$ cat config.mk
export PLATFORM = sky130hd
export DESIGN_NAME = relative_timeline_wrap
export DESIGN_NICKNAME = d
export VERILOG_FILES = /design/src/sv/rtw_pkg.sv /design/src/sv/relative_timeline_wrap.sv
export VERILOG_INCLUDE_DIRS = /design/src /design/src/sv
export SDC_FILE = /design/constraint.sdc
export NUM_CORES = 2
export LEC_CHECK = 0
export ABC_AREA = 1
export ABC_CLOCK_PERIOD_IN_PS = 8400
export BUFFER_PORTS_ARGS = -buffer_cell sky130_fd_sc_hd__buf_4
export CORE_MARGIN = 10
export CORE_UTILIZATION = 61
export DETAILED_ROUTE_END_ITERATION = 12
export GPL_TIMING_DRIVEN = 0
export MAX_ROUTING_LAYER = met4
export PLACE_DENSITY = 0.78
export SYNTH_ARGS = -nofsm -noshare
export SYNTH_HDL_FRONTEND = slang
export SYNTH_SLANG_ARGS = --single-unit
$ cat constraint.sdc
create_clock -name clk_i -period 8.4 [get_ports clk_i]
set_input_delay 1.68 -clock clk_i [delete_from_list [all_inputs] [get_ports clk_i]]
set_output_delay 1.68 -clock clk_i [all_outputs]
set_load 0.02 [all_outputs]
$ cat src/sv/assert_macros.svh
// assertion macros for the timeline block
// no dependencies; compiled out when SYNTHESIS is defined
`ifndef ASSERT_MACROS_SVH
`define ASSERT_MACROS_SVH

`ifndef SYNTHESIS

// antecedent implies consequent in the same cycle
`define ASSERT_IMPLY(label, clk, rst_n, ante, cons) \
  label: assert property (@(posedge clk) disable iff (!rst_n) (ante) |-> (cons)) \
    else $error("assertion failed: same-cycle implication");

// antecedent implies consequent in the next cycle
`define ASSERT_NEXT(label, clk, rst_n, ante, cons) \
  label: assert property (@(posedge clk) disable iff (!rst_n) (ante) |=> (cons)) \
    else $error("assertion failed: next-cycle implication");

`else

`define ASSERT_IMPLY(label, clk, rst_n, ante, cons)
`define ASSERT_NEXT(label, clk, rst_n, ante, cons)

`endif

`endif

$ cat src/sv/rtw_pkg.sv
// types, codes and saturation helpers for relative_timeline_wrap
// no dependencies
package rtw_pkg;

  localparam int TIME_BITS = 32;
  localparam int DUR_W     = TIME_BITS - 1;
  localparam int FACT_W    = 16;
  localparam int FRAC_BITS = 8;
  localparam int ADD_W     = TIME_BITS + 2;
  localparam int DIV_W     = TIME_BITS + 1;
  localparam int PROD_W    = TIME_BITS + FACT_W;
  localparam int CNT_W     = $clog2(TIME_BITS);

  typedef logic signed [TIME_BITS-1:0] time_t;
  typedef logic signed [ADD_W-1:0]     add_t;
  typedef logic signed [PROD_W-1:0]    prod_t;

  localparam time_t TIME_MAX = {1'b0, {(TIME_BITS-1){1'b1}}};
  localparam time_t TIME_MIN = {1'b1, {(TIME_BITS-1){1'b0}}};

  typedef enum logic [1:0] {
    CMD_TICK  = 2'd0,
    CMD_START = 2'd1,
    CMD_STOP  = 2'd2,
    CMD_PAUSE = 2'd3
  } cmd_e;

  typedef enum logic [1:0] {
    CFG_DURATION  = 2'd0,
    CFG_SPEED     = 2'd1,
    CFG_PRE_WRAP  = 2'd2,
    CFG_POST_WRAP = 2'd3
  } cfg_idx_e;

  typedef enum logic [1:0] {
    WRAP_CLAMP  = 2'd0,
    WRAP_REPEAT = 2'd1,
    WRAP_MIRROR = 2'd2
  } wrap_e;

  localparam logic [1:0] WRAP_CODE_UNUSED = 2'd3;

  typedef enum logic [1:0] {
    FIX_NONE = 2'd0,
    FIX_NEG  = 2'd1,
    FIX_TRI  = 2'd2
  } fix_e;

  typedef enum logic [8:0] {
    S_IDLE  = 9'b000000001,
    S_SUB   = 9'b000000010,
    S_ADD   = 9'b000000100,
    S_MUL   = 9'b000001000,
    S_SCALE = 9'b000010000,
    S_FOLD  = 9'b000100000,
    S_DIV   = 9'b001000000,
    S_FIX   = 9'b010000000,
    S_DONE  = 9'b100000000
  } state_e;

  // saturate an adder result to the time range
  function automatic time_t sat_time(input add_t v);
    logic ok;
    ok = (&v[ADD_W-1:TIME_BITS-1]) | ~(|v[ADD_W-1:TIME_BITS-1]);
    if (ok) begin
      return v[TIME_BITS-1:0];
    end
    return v[ADD_W-1] ? TIME_MIN : TIME_MAX;
  endfunction

  // floor(product / 2^FRAC_BITS), saturated to the time range
  function automatic time_t sat_scaled(input prod_t p);
    logic ok;
    ok = (&p[PROD_W-1:FRAC_BITS+TIME_BITS-1]) | ~(|p[PROD_W-1:FRAC_BITS+TIME_BITS-1]);
    if (ok) begin
      return p[FRAC_BITS+TIME_BITS-1:FRAC_BITS];
    end
    return p[PROD_W-1] ? TIME_MIN : TIME_MAX;
  endfunction

endpackage

$ cat src/sv/relative_timeline_wrap.sv
// timeline block: local time from parent time with scaling and wrap modes
// depends on rtw_pkg and assert_macros.svh
`include "assert_macros.svh"

//  channel | direction | handshake                 | payload
//  --------+-----------+---------------------------+---------------------------------
//  in      | input     | in_valid_i / in_ready_o   | cmd_i, parent_time_i, parent_present_i
//  out     | output    | out_valid_o / out_ready_i | local_time_o, is_paused_o, is_started_o
//  cfg     | input     | cfg_we_i                  | cfg_index_i, cfg_data_i
//
//  one item at a time: in_ready_o is high only while the sequencer is idle
//  stop, pause, start and plain ticks go from accept straight to done
//  a paused tick steps through accept, subtract, add and done
//  a running tick: accept, subtract, multiply, scale, fold, done; fold repeats after a
//  reflection; a remainder adds 32 restoring steps on the shared adder, then one fix-up
//  a result waiting on out_ready_i holds the sequencer in its done state
//  reset sets control, timeline and configuration state at once; no clearing pass

module relative_timeline_wrap (
  input  logic                              clk_i,
  input  logic                              rst_ni,
  // input items
  input  logic                              in_valid_i,
  output logic                              in_ready_o,
  input  logic [1:0]                        cmd_i,
  input  logic signed [rtw_pkg::TIME_BITS-1:0] parent_time_i,
  input  logic                              parent_present_i,
  // result items
  output logic                              out_valid_o,
  input  logic                              out_ready_i,
  output logic signed [rtw_pkg::TIME_BITS-1:0] local_time_o,
  output logic                              is_paused_o,
  output logic                              is_started_o,
  // configuration writes
  input  logic                              cfg_we_i,
  input  logic [1:0]                        cfg_index_i,
  input  logic [rtw_pkg::DUR_W-1:0]         cfg_data_i
);

  // configuration registers
  logic [rtw_pkg::DUR_W-1:0]         dur_q;
  logic signed [rtw_pkg::FACT_W-1:0] speed_q;
  rtw_pkg::wrap_e                    pre_q, post_q;

  // timeline state
  rtw_pkg::time_t off_q, off_d;
  rtw_pkg::time_t cur_q, cur_d;
  logic           paused_q, paused_d;
  logic           started_q, started_d;

  // sequencer and working registers
  rtw_pkg::state_e             state_q, state_d;
  logic [rtw_pkg::CNT_W-1:0]   cnt_q, cnt_d;
  rtw_pkg::time_t              parent_q, parent_d;
  rtw_pkg::time_t              sub_b_q, sub_b_d;
  logic                        adj_q, adj_d;     // paused tick: offset adjust path
  rtw_pkg::time_t              acc_q, acc_d;     // local time being folded
  rtw_pkg::prod_t              prod_q, prod_d;
  logic [rtw_pkg::TIME_BITS-1:0] m_q, m_d;       // dividend, shifted out msb first
  logic [rtw_pkg::TIME_BITS-1:0] rem_q, rem_d;   // partial remainder
  logic [rtw_pkg::DIV_W-1:0]   div_q, div_d;     // divisor: d or 2d
  rtw_pkg::fix_e               fix_q, fix_d;

  // output register
  logic           out_valid_q, out_valid_d;
  rtw_pkg::time_t out_time_q, out_time_d;
  logic           out_paused_q, out_paused_d;
  logic           out_started_q, out_started_d;

  // the one shared adder/subtractor
  rtw_pkg::add_t add_a, add_b, add_y;
  logic          add_sub;
  assign add_y = add_a + (add_sub ? ~add_b : add_b) + rtw_pkg::add_t'(add_sub);

  // fold decisions
  logic                          acc_gt_d;
  logic                          acc_neg;
  logic [rtw_pkg::TIME_BITS-1:0] two_d;
  logic [rtw_pkg::TIME_BITS:0]   div_shift;
  assign acc_gt_d  = $signed(acc_q) > $signed({1'b0, dur_q});
  assign acc_neg   = acc_q[rtw_pkg::TIME_BITS-1];
  assign two_d     = {dur_q, 1'b0};
  assign div_shift = {rem_q, m_q[rtw_pkg::TIME_BITS-1]};

  assign in_ready_o   = (state_q == rtw_pkg::S_IDLE);
  assign out_valid_o  = out_valid_q;
  assign local_time_o = out_time_q;
  assign is_paused_o  = out_paused_q;
  assign is_started_o = out_started_q;

  // sign and zero extension into the adder width
  function automatic rtw_pkg::add_t sx(input rtw_pkg::time_t v);
    return {{(rtw_pkg::ADD_W-rtw_pkg::TIME_BITS){v[rtw_pkg::TIME_BITS-1]}}, v};
  endfunction

  function automatic rtw_pkg::add_t zx(input logic [rtw_pkg::DIV_W-1:0] v);
    return {{(rtw_pkg::ADD_W-rtw_pkg::DIV_W){1'b0}}, v};
  endfunction

  always_comb begin
    state_d       = state_q;
    cnt_d         = cnt_q;
    parent_d      = parent_q;
    sub_b_d       = sub_b_q;
    adj_d         = adj_q;
    acc_d         = acc_q;
    prod_d        = prod_q;
    m_d           = m_q;
    rem_d         = rem_q;
    div_d         = div_q;
    fix_d         = fix_q;
    off_d         = off_q;
    cur_d         = cur_q;
    paused_d      = paused_q;
    started_d     = started_q;
    out_valid_d   = out_valid_q & ~out_ready_i;
    out_time_d    = out_time_q;
    out_paused_d  = out_paused_q;
    out_started_d = out_started_q;
    add_a         = '0;
    add_b         = '0;
    add_sub       = 1'b0;

    unique case (state_q)
      rtw_pkg::S_IDLE: begin
        if (in_valid_i) begin
          parent_d = parent_time_i;
          state_d  = rtw_pkg::S_DONE;
          unique case (rtw_pkg::cmd_e'(cmd_i))
            rtw_pkg::CMD_TICK: begin
              if (!parent_present_i) begin
                cur_d = '0;
              end else if (started_q && !paused_q) begin
                sub_b_d = off_q;
                adj_d   = 1'b0;
                state_d = rtw_pkg::S_SUB;
              end else if (paused_q) begin
                sub_b_d = cur_q;
                adj_d   = 1'b1;
                state_d = rtw_pkg::S_SUB;
              end
            end
            rtw_pkg::CMD_START: begin
              if (paused_q) begin
                paused_d = 1'b0;
              end else if (parent_present_i) begin
                // elapsed time is zero right after the offset is latched
                off_d     = parent_time_i;
                cur_d     = '0;
                started_d = 1'b1;
              end
            end
            rtw_pkg::CMD_STOP: begin
              started_d = 1'b0;
              paused_d  = 1'b0;
              cur_d     = '0;
            end
            rtw_pkg::CMD_PAUSE: begin
              paused_d = 1'b1;
            end
            default: begin
              state_d = rtw_pkg::S_DONE;
            end
          endcase
        end
      end

      rtw_pkg::S_SUB: begin
        add_a   = sx(parent_q);
        add_b   = sx(sub_b_q);
        add_sub = 1'b1;
        acc_d   = rtw_pkg::sat_time(add_y);
        state_d = adj_q ? rtw_pkg::S_ADD : rtw_pkg::S_MUL;
      end

      rtw_pkg::S_ADD: begin
        add_a   = sx(off_q);
        add_b   = sx(acc_q);
        off_d   = rtw_pkg::sat_time(add_y);
        state_d = rtw_pkg::S_DONE;
      end

      rtw_pkg::S_MUL: begin
        prod_d  = $signed(acc_q) * speed_q;
        state_d = rtw_pkg::S_SCALE;
      end

      rtw_pkg::S_SCALE: begin
        acc_d   = rtw_pkg::sat_scaled(prod_q);
        state_d = rtw_pkg::S_FOLD;
      end

      rtw_pkg::S_FOLD: begin
        // adder gives 2d - e for a single upper reflection, else -e
        add_sub = 1'b1;
        add_b   = sx(acc_q);
        if (acc_gt_d && post_q == rtw_pkg::WRAP_MIRROR && pre_q != rtw_pkg::WRAP_MIRROR) begin
          add_a = zx({1'b0, two_d});
        end
        cnt_d = rtw_pkg::CNT_W'(rtw_pkg::TIME_BITS - 1);
        rem_d = '0;
        if (acc_gt_d) begin
          if (post_q == rtw_pkg::WRAP_REPEAT) begin
            m_d     = acc_q;
            div_d   = {2'b00, dur_q};
            fix_d   = rtw_pkg::FIX_NONE;
            state_d = rtw_pkg::S_DIV;
          end else if (post_q == rtw_pkg::WRAP_MIRROR && pre_q == rtw_pkg::WRAP_MIRROR) begin
            m_d     = acc_q;
            div_d   = {1'b0, two_d};
            fix_d   = rtw_pkg::FIX_TRI;
            state_d = rtw_pkg::S_DIV;
          end else if (post_q == rtw_pkg::WRAP_MIRROR) begin
            acc_d = add_y[rtw_pkg::TIME_BITS-1:0];
          end else begin
            cur_d   = {1'b0, dur_q};
            state_d = rtw_pkg::S_DONE;
          end
        end else if (acc_neg) begin
          if (pre_q == rtw_pkg::WRAP_REPEAT) begin
            m_d     = add_y[rtw_pkg::TIME_BITS-1:0];
            div_d   = {2'b00, dur_q};
            fix_d   = rtw_pkg::FIX_NEG;
            state_d = rtw_pkg::S_DIV;
          end else if (pre_q == rtw_pkg::WRAP_MIRROR && post_q == rtw_pkg::WRAP_MIRROR) begin
            m_d     = add_y[rtw_pkg::TIME_BITS-1:0];
            div_d   = {1'b0, two_d};
            fix_d   = rtw_pkg::FIX_TRI;
            state_d = rtw_pkg::S_DIV;
          end else if (pre_q == rtw_pkg::WRAP_MIRROR) begin
            // negating the most negative time saturates
            acc_d = (acc_q == rtw_pkg::TIME_MIN) ? rtw_pkg::TIME_MAX
                                                 : add_y[rtw_pkg::TIME_BITS-1:0];
          end else begin
            cur_d   = '0;
            state_d = rtw_pkg::S_DONE;
          end
        end else begin
          cur_d   = acc_q;
          state_d = rtw_pkg::S_DONE;
        end
      end

      rtw_pkg::S_DIV: begin
        // restoring remainder step
        add_a   = zx(div_shift);
        add_b   = zx(div_q);
        add_sub = 1'b1;
        rem_d   = add_y[rtw_pkg::ADD_W-1] ? div_shift[rtw_pkg::TIME_BITS-1:0]
                                          : add_y[rtw_pkg::TIME_BITS-1:0];
        m_d     = {m_q[rtw_pkg::TIME_BITS-2:0], 1'b0};
        cnt_d   = cnt_q - 1'b1;
        if (cnt_q == '0) begin
          state_d = rtw_pkg::S_FIX;
        end
      end

      rtw_pkg::S_FIX: begin
        add_sub = 1'b1;
        add_b   = zx({1'b0, rem_q});
        state_d = rtw_pkg::S_DONE;
        case (fix_q)
          rtw_pkg::FIX_NEG: begin
            add_a = zx({2'b00, dur_q});
            cur_d = (rem_q == '0) ? '0 : add_y[rtw_pkg::TIME_BITS-1:0];
          end
          rtw_pkg::FIX_TRI: begin
            add_a = zx(div_q);
            cur_d = (rem_q > {1'b0, dur_q}) ? add_y[rtw_pkg::TIME_BITS-1:0] : rem_q;
          end
          default: begin
            cur_d = rem_q;
          end
        endcase
      end

      rtw_pkg::S_DONE: begin
        if (!out_valid_q || out_ready_i) begin
          out_valid_d   = 1'b1;
          out_time_d    = cur_q;
          out_paused_d  = paused_q;
          out_started_d = started_q;
          state_d       = rtw_pkg::S_IDLE;
        end
      end

      default: begin
        state_d = rtw_pkg::S_IDLE;
      end
    endcase
  end

  // control and timeline state
  always_ff @(posedge clk_i or negedge rst_ni) begin
    if (!rst_ni) begin
      state_q     <= rtw_pkg::S_IDLE;
      cnt_q       <= '0;
      off_q       <= '0;
      cur_q       <= '0;
      paused_q    <= 1'b0;
      started_q   <= 1'b0;
      out_valid_q <= 1'b0;
    end else begin
      state_q     <= state_d;
      cnt_q       <= cnt_d;
      off_q       <= off_d;
      cur_q       <= cur_d;
      paused_q    <= paused_d;
      started_q   <= started_d;
      out_valid_q <= out_valid_d;
    end
  end

  // working and output payload registers
  always_ff @(posedge clk_i) begin
    parent_q      <= parent_d;
    sub_b_q       <= sub_b_d;
    adj_q         <= adj_d;
    acc_q         <= acc_d;
    prod_q        <= prod_d;
    m_q           <= m_d;
    rem_q         <= rem_d;
    div_q         <= div_d;
    fix_q         <= fix_d;
    out_time_q    <= out_time_d;
    out_paused_q  <= out_paused_d;
    out_started_q <= out_started_d;
  end

  // configuration writes; a zero duration acts as one, wrap code 3 as clamp
  always_ff @(posedge clk_i or negedge rst_ni) begin
    if (!rst_ni) begin
      dur_q   <= {rtw_pkg::DUR_W{1'b1}};
      speed_q <= rtw_pkg::FACT_W'(1 << rtw_pkg::FRAC_BITS);
      pre_q   <= rtw_pkg::WRAP_CLAMP;
      post_q  <= rtw_pkg::WRAP_CLAMP;
    end else if (cfg_we_i) begin
      unique case (rtw_pkg::cfg_idx_e'(cfg_index_i))
        rtw_pkg::CFG_DURATION: begin
          dur_q <= (cfg_data_i == '0) ? rtw_pkg::DUR_W'(1) : cfg_data_i;
        end
        rtw_pkg::CFG_SPEED: begin
          speed_q <= cfg_data_i[rtw_pkg::FACT_W-1:0];
        end
        rtw_pkg::CFG_PRE_WRAP: begin
          pre_q <= (cfg_data_i[1:0] == rtw_pkg::WRAP_CODE_UNUSED) ? rtw_pkg::WRAP_CLAMP
                                                               : rtw_pkg::wrap_e'(cfg_data_i[1:0]);
        end
        rtw_pkg::CFG_POST_WRAP: begin
          post_q <= (cfg_data_i[1:0] == rtw_pkg::WRAP_CODE_UNUSED) ? rtw_pkg::WRAP_CLAMP
                                                                : rtw_pkg::wrap_e'(cfg_data_i[1:0]);
        end
        default: begin
          dur_q <= dur_q;
        end
      endcase
    end
  end

  // the block is not ready in the cycle after it accepts an item
  `ASSERT_NEXT(a_busy_after_accept, clk_i, rst_ni, in_valid_i && in_ready_o, !in_ready_o)
  // partial remainder stays below the divisor through the iteration
  `ASSERT_IMPLY(a_rem_below_div, clk_i, rst_ni,
                state_q == rtw_pkg::S_DIV || state_q == rtw_pkg::S_FIX,
                {1'b0, rem_q} < div_q)
  // fix-up only ever follows the last division step
  `ASSERT_IMPLY(a_fix_after_div, clk_i, rst_ni, state_q == rtw_pkg::S_FIX,
                $past(state_q) == rtw_pkg::S_DIV && $past(cnt_q) == '0)
  // folded local time is never negative
  `ASSERT_IMPLY(a_local_nonneg, clk_i, rst_ni, out_valid_o,
                !local_time_o[rtw_pkg::TIME_BITS-1])

endmodule
=== After elaboration in Yosys (flattened, before gate mapping) ===
Index checks and enable logic that the tools add are counted.

* Register bits after elaboration: 410
* Bits of input ports: 73
* Output and inout port bits: 36
* Word-level logic and storage cells: 230

* $add $sub $neg: 3
* Multiply operators: 1
* Order comparisons: 2
* Eq/ne operators: 51
* Mux-type cells: 98
* Bitwise logic cells: 7
* Reduce and logical (&&, ||, !) cells: 44

{| class="wikitable"
|+ Operators by type and width
! cell !! number
|-
| 2-to-1 mux 32 bit || 44
|-
| one-hot mux 32 bit (3 select lines) || 3
|-
| one-hot mux 32 bit (2 select lines) || 4
|-
| one-hot mux 34 bit (5 select lines) || 1
|-
| 2-to-1 mux 33 bit || 5
|-
| one-hot mux 34 bit (4 select lines) || 1
|-
| 2-to-1 mux 9 bit || 15
|-
| one-hot mux 9 bit (8 select lines) || 1
|-
| one-hot mux 33 bit (2 select lines) || 1
|-
| multiplier 32 x 16 -> 48 bit || 1
|-
| adder 34 x 2 -> 34 bit || 1
|-
| adder 34 bit || 1
|-
| 2-to-1 mux 34 bit || 1
|-
| inverter 34 bit || 1
|-
| != test 3 bit (second input constant) || 11
|-
| equality test 32 bit (second input constant) || 1
|-
| > comparator 32 x 31 -> 1 bit || 1
|-
| > comparator 32 bit || 1
|-
| logical NOT 32 bit || 1
|-
| logical NOT 31 bit || 1
|-
| 2-to-1 mux 31 bit || 1
|-
| AND reduction 5 bit || 4
|-
| equality test 2 bit (second input constant) || 8
|-
| != test 2 bit (second input constant) || 8
|-
| 41 further kinds || 89
|}

=== Logic depth before layout (Yosys ltp) ===
* Word-level depth: 14
* Mapped depth: 36
* Gate-level depth less buffers: 34

=== Worst setup path before layout ===
No wires, ideal clock.

* Kind: register to register
* From: register acc_q[10]
* To: register prod_q[36] (data pin)
* Library setup time: 0.259 ns
* Data arrival time: 6.026 ns
* Required time: 8.141 ns
* Path slack: 2.115 ns
* Stages on the path, launching flop included: 26
* Buffers on the path: 2
* Period minus slack after synthesis: 6.285 ns
* Cells stage by stage: edfxtp_1 > clkbuf_1 > clkbuf_1 > nand2_1 > fa_1 > inv_1 > fa_1 > inv_1 > fa_1 > fa_1 > inv_1 > fa_1 > inv_1 > fa_1 > inv_1 > ha_1 > nand2_1 > o21ai_0 > a21oi_1 > o21ai_0 > a21oi_1 > o311ai_0 > nand2_1 > nand2_1 > a21oi_1 > xnor2_1

* Word-level cells in the longest chain between the ends: 1

{| class="wikitable"
|+ Ends and longest elaborated chain
! item !! line !! text
|-
| from (decl) || relative_timeline_wrap.sv:57 || <nowiki>rtw_pkg::time_t acc_q, acc_d;</nowiki>
|-
| from (signal assigned) || relative_timeline_wrap.sv:319 || <nowiki>acc_q <= acc_d;</nowiki>
|-
| multiplier 32 x 16 -> 48 bit || relative_timeline_wrap.sv:184 || <nowiki>prod_d = $signed(acc_q) * speed_q;</nowiki>
|-
| to (signal assigned) || relative_timeline_wrap.sv:320 || <nowiki>prod_q <= prod_d;</nowiki>
|-
| to (decl) || relative_timeline_wrap.sv:58 || <nowiki>rtw_pkg::prod_t prod_q, prod_d;</nowiki>
|}

No other way between the ends.
A chain may end at the register's enable or synchronous reset.

=== Worst setup path in the final report ===
* From: register dur_q[29] (netlist name)
* To: register off_q[25]

* Word-level cells in the longest chain between the ends: 14
* Elaborated cells between the ends (all ways): 18
* Classes of those cells: add/sub: 2; order compare: 1; mux: 9; bitwise: 2; reduce/logical: 4

{| class="wikitable"
|+ Ends and longest elaborated chain
! item !! line !! text
|-
| from (decl) || relative_timeline_wrap.sv:41 || <nowiki>logic [rtw_pkg::DUR_W-1:0] dur_q;</nowiki>
|-
| from (signal assigned) || relative_timeline_wrap.sv:333 || <nowiki>dur_q <= {rtw_pkg::DUR_W{1'b1}};</nowiki>
|-
| from (signal assigned) || relative_timeline_wrap.sv:340 || <nowiki>dur_q <= (cfg_data_i == '0) ? rtw_pkg::DUR_W'(1) : cfg_data_i;</nowiki>
|-
| from (signal assigned) || relative_timeline_wrap.sv:354 || <nowiki>dur_q <= dur_q;</nowiki>
|-
| > comparator 32 bit || relative_timeline_wrap.sv:80 || <nowiki>assign acc_gt_d = $signed(acc_q) > $signed({1'b0, dur_q});</nowiki>
|-
| logical AND 1 bit (2 in series) || relative_timeline_wrap.sv:197 || <nowiki>if (acc_gt_d && post_q == rtw_pkg::WRAP_MIRROR && pre_q != rtw_pkg::WRAP_MIRROR) begin</nowiki>
|-
| 2-to-1 mux 32 bit || relative_timeline_wrap.sv:197 ||
|-
| one-hot mux 34 bit (5 select lines) * || relative_timeline_wrap.sv:124 || <nowiki>unique case (state_q)</nowiki>
|-
| adder 34 bit * || relative_timeline_wrap.sv:73 || <nowiki>assign add_y = add_a + (add_sub ? ~add_b : add_b) + rtw_pkg::add_t'(add_sub);</nowiki>
|-
| adder 34 x 2 -> 34 bit * || relative_timeline_wrap.sv:73 ||
|-
| OR reduction 3 bit || rtw_pkg.sv:64 || <nowiki>ok = (&v[ADD_W-1:TIME_BITS-1]) | ~(|v[ADD_W-1:TIME_BITS-1]);</nowiki>
|-
| inverter 1 bit || rtw_pkg.sv:64 ||
|-
| bitwise OR 1 bit || rtw_pkg.sv:64 ||
|-
| 2-to-1 mux 1 bit || rtw_pkg.sv:65 || <nowiki>if (ok) begin</nowiki>
|-
| 2-to-1 mux 1 bit || relative_timeline_wrap.sv:124 ||
|-
| 2-to-1 mux 32 bit * || rtw_pkg.sv:68 || <nowiki>return v[ADD_W-1] ? TIME_MIN : TIME_MAX;</nowiki>
|-
| one-hot mux 32 bit (2 select lines) * || relative_timeline_wrap.sv:124 ||
|-
| to (signal assigned) || relative_timeline_wrap.sv:298 || <nowiki>off_q <= '0;</nowiki>
|-
| to (signal assigned) || relative_timeline_wrap.sv:306 || <nowiki>off_q <= off_d;</nowiki>
|-
| to (decl) || relative_timeline_wrap.sv:46 || <nowiki>rtw_pkg::time_t off_q, off_d;</nowiki>
|}

Every way passes the cells marked *; elsewhere a longest branch is shown, timed or not. The select of a mux whose other input is x is not followed.

==> reports/qor.csv <==
metric,value,unit
slew_violations,0,
synth_cells,5263,
initial_core_util,61.8,%
ys_async_sr_fraction,32.8,%
cts_sinks,402,
cts_max_level,2,
place_inst,6315,
syn_nets,6031,
slowest_stage,nand4_1,
final_cells,6412,
hold_buffers,0,
cts_buffers,47,
drt.antenna.violating_nets,0,
crit_type,flip-flop to flip-flop,
drc,0,
wl_per_cell,26.6,µm
max_freq,120,MHz
yosys.area.top_type,fa_1,
io_pins,109,
synth_area_per_cell,8.09,µm²
place_hpwl,140000,µm
vias_per_cell,6.25,
cp.arrival,8.87,ns
required,8.92,ns
hold-worst-slack,0.475,ns
max_slew.worst_pin.slew,1.35,ns
crit_top_cell,nand2_1,
grt-ovfl-total,0,
core_area,68900,µm²
synth-main-ff-cell,edfxtp_1,
setup_viol,0,
ys_seq_elements,402,
dieArea,80800,µm²
hold_class,flip-flop to flip-flop,
ys_types,63,
cts_tree,done,
cts.clk_slew.worst_paths,0.07,ns
dr.pass1.iters,9,
rsz0062_at_grt,no,
maxCapViolCount,0,
cp_max_fo,10,
startpoint_type,flip-flop,
cp_slowest_stage_delay,0.75,ns
fin_crit,8.35,ns
gp_congestion,1.11,
drt_iter0_drc,5824,
slew_headroom,10.1,%
synth_edf_count,270,
grt_max_degree,72,
finalNetCount,6202,
dieHeight,284,µm
syn_area,42600,µm²
ys_top_cells_by_area,"fa_1, edfxtp_1, nand2_1, inv_1, ha_1",
cp-end-kind,flip-flop,
synth_top_area_share,22.8,%
pre_cts_slack,-0.203,ns
grt_use_total,42.8,%
rows,96,
fp.dieW,284,µm
yosys_warnings,0,
fin_skew,0.0492,ns
syn_to_final_growth,9.08,%
yosysMostFrequentCell,nand2_1,
drt-total-wl,170000,µm
vias,40047,
grt_first_pass_wirelength,250000,µm
fin_ws,0.0461,ns
period_share,99.5,%
cts-root-buf,clkbuf_16,
hold_violations,0,
grt_pass1_vias,39710,
place_area,44800,µm²
ys_top_cells_by_count,"nand2_1, inv_1, fa_1",
layout-drive-gt1-share,6.21,%
grt_antenna_before_repair,8,
insertion_delay,0.64,ns
cts_buffer_depth,3,
cts_setup_buffers,0,
stdcell_area,46500,µm²
port_buffers,108,
ys_seq_area_share,26.9,%
status,completed,
[sequential cells by signal, indices dropped and copies added (netlist names), 2 cells and up]
register / count
prod_q: 40
div_q: 33
acc_q: 32
cur_q: 32
local_time_o: 32
m_q: 32
off_q: 32
parent_q: 32
rem_q: 32
sub_b_q: 32
dur_q: 31
speed_q: 16
state_q: 9
cnt_q: 5
fix_q: 2
post_q: 2
pre_q: 2
[layout by cell type (no fill, tap or decap), types with 13 or more instances in the layout]
master / netlist / layout
ha_1: 209 / 209
clkbuf_16: 0 / 47
buf_1: 30 / 30
fa_1: 486 / 486
dfstp_2: 33 / 33
o2111ai_1: 13 / 13
buf_2: 23 / 23
clkbuf_1: 223 / 226
a21oi_1: 286 / 285
nor4_1: 34 / 33
inv_1: 1022 / 1021
xor2_1: 69 / 68
nor3_1: 30 / 29
nand4_1: 57 / 57
dfrtp_1: 99 / 99
nor2_1: 303 / 300
buf_4: 1 / 114
a221oi_1: 41 / 41
o221ai_1: 21 / 21
a31oi_1: 21 / 21
xnor2_1: 34 / 34
nand2_1: 1215 / 1214
inv_2: 12 / 13
nand3_1: 112 / 110
edfxtp_1: 270 / 270
o21a_1: 18 / 18
o21ai_0: 414 / 414
o22ai_1: 51 / 51
[layout make-up]
type | instances | area, µm²
clock inverters | 32 | 304
flip-flops and latches | 402 | 11500
well taps | 931 | 1160
repair buffers | 122 | 1050
multi-input cells | 3544 | 26200
fillers | 5964 | 22500
diodes | 9 | 22.5
inverters | 1037 | 3900
plain buffers | 280 | 1110
clock buffers | 55 | 1230
[worst max-delay path: cells and delay by family (launching register included)]
kind / cells / cell delay, ns
buffers and inverters: 5 / 1.20
and+or+nand+nor: 19 / 4.01
xor gates and xnor gates: 1 / 0.40
DFF: 1 / 0.53
AOI/OAI and AO/OA: 4 / 1.32
adders and majority gates: 2 / 0.75
[path summary, 6_finish.rpt]
kind	end	from	slack, ns	cells past startpoint
setup / recovery	off_q[25]$_DFFE_PN0P_	dur_q[29]$_DFFE_PN1P_	0.05	31
hold / removal	local_time_o[30]$_DFFE_PP_	cur_q[30]$_DFFE_PN0P_	0.48	0
setup reg to reg	off_q[25]$_DFFE_PN0P_	dur_q[29]$_DFFE_PN1P_	0.05	31
hold reg to reg	local_time_o[30]$_DFFE_PP_	cur_q[30]$_DFFE_PN0P_	0.48	0
max in group asynchronous	cur_q[3]$_DFFE_PN0P_	rst_ni	6.49	2
min in group asynchronous	cur_q[27]$_DFFE_PN0P_	rst_ni	1.05	1
[stage by stage]
step / setup TNS [ns] / util, %
CTS: 0 / 67.2
global route: 0 / 67.4
floorplan: 0 / -
global placement: -2.07 / 64.6
detailed placement: -3.92 / 65.0
finish: 0 / 67.4
[routing by layer]
layer | share of wire (%) | global-route usage (%) | vias to the layer above
met1 | 35 | 51.8 | 18986
met4 | 8.5 | 29.1 | 0
met3 | 14 | 11.8 | 774
li1 | - | - | 17050
met2 | 43 | 62.0 | 3237
met5 | 0 | - | -
[cells by family after synthesis]
family                   count (synthesis)  share of synthesized area [%]
XOR/XNOR                               106                           2.31
flip-flops                             402                           26.9
buffers and inverters                 1317                           11.7
AO/OA/AOI/OAI                          942                           12.6
adder cells (fa/ha/maj)                695                           29.0
AND/OR/NAND/NOR                       1791                           17.2
multiplexers                            10                          0.264
[what timing repair did]
action | 4_1_cts | 5_1_grt
resized for setup | 1 | 13
endpoints found under the hold margin | 0 | 0
setup endpoints to repair | 57 | 104
Power is left out: the tool's default activity adds up to more than one toggle a clock period on the data nets, which glitch-free logic cannot reach.
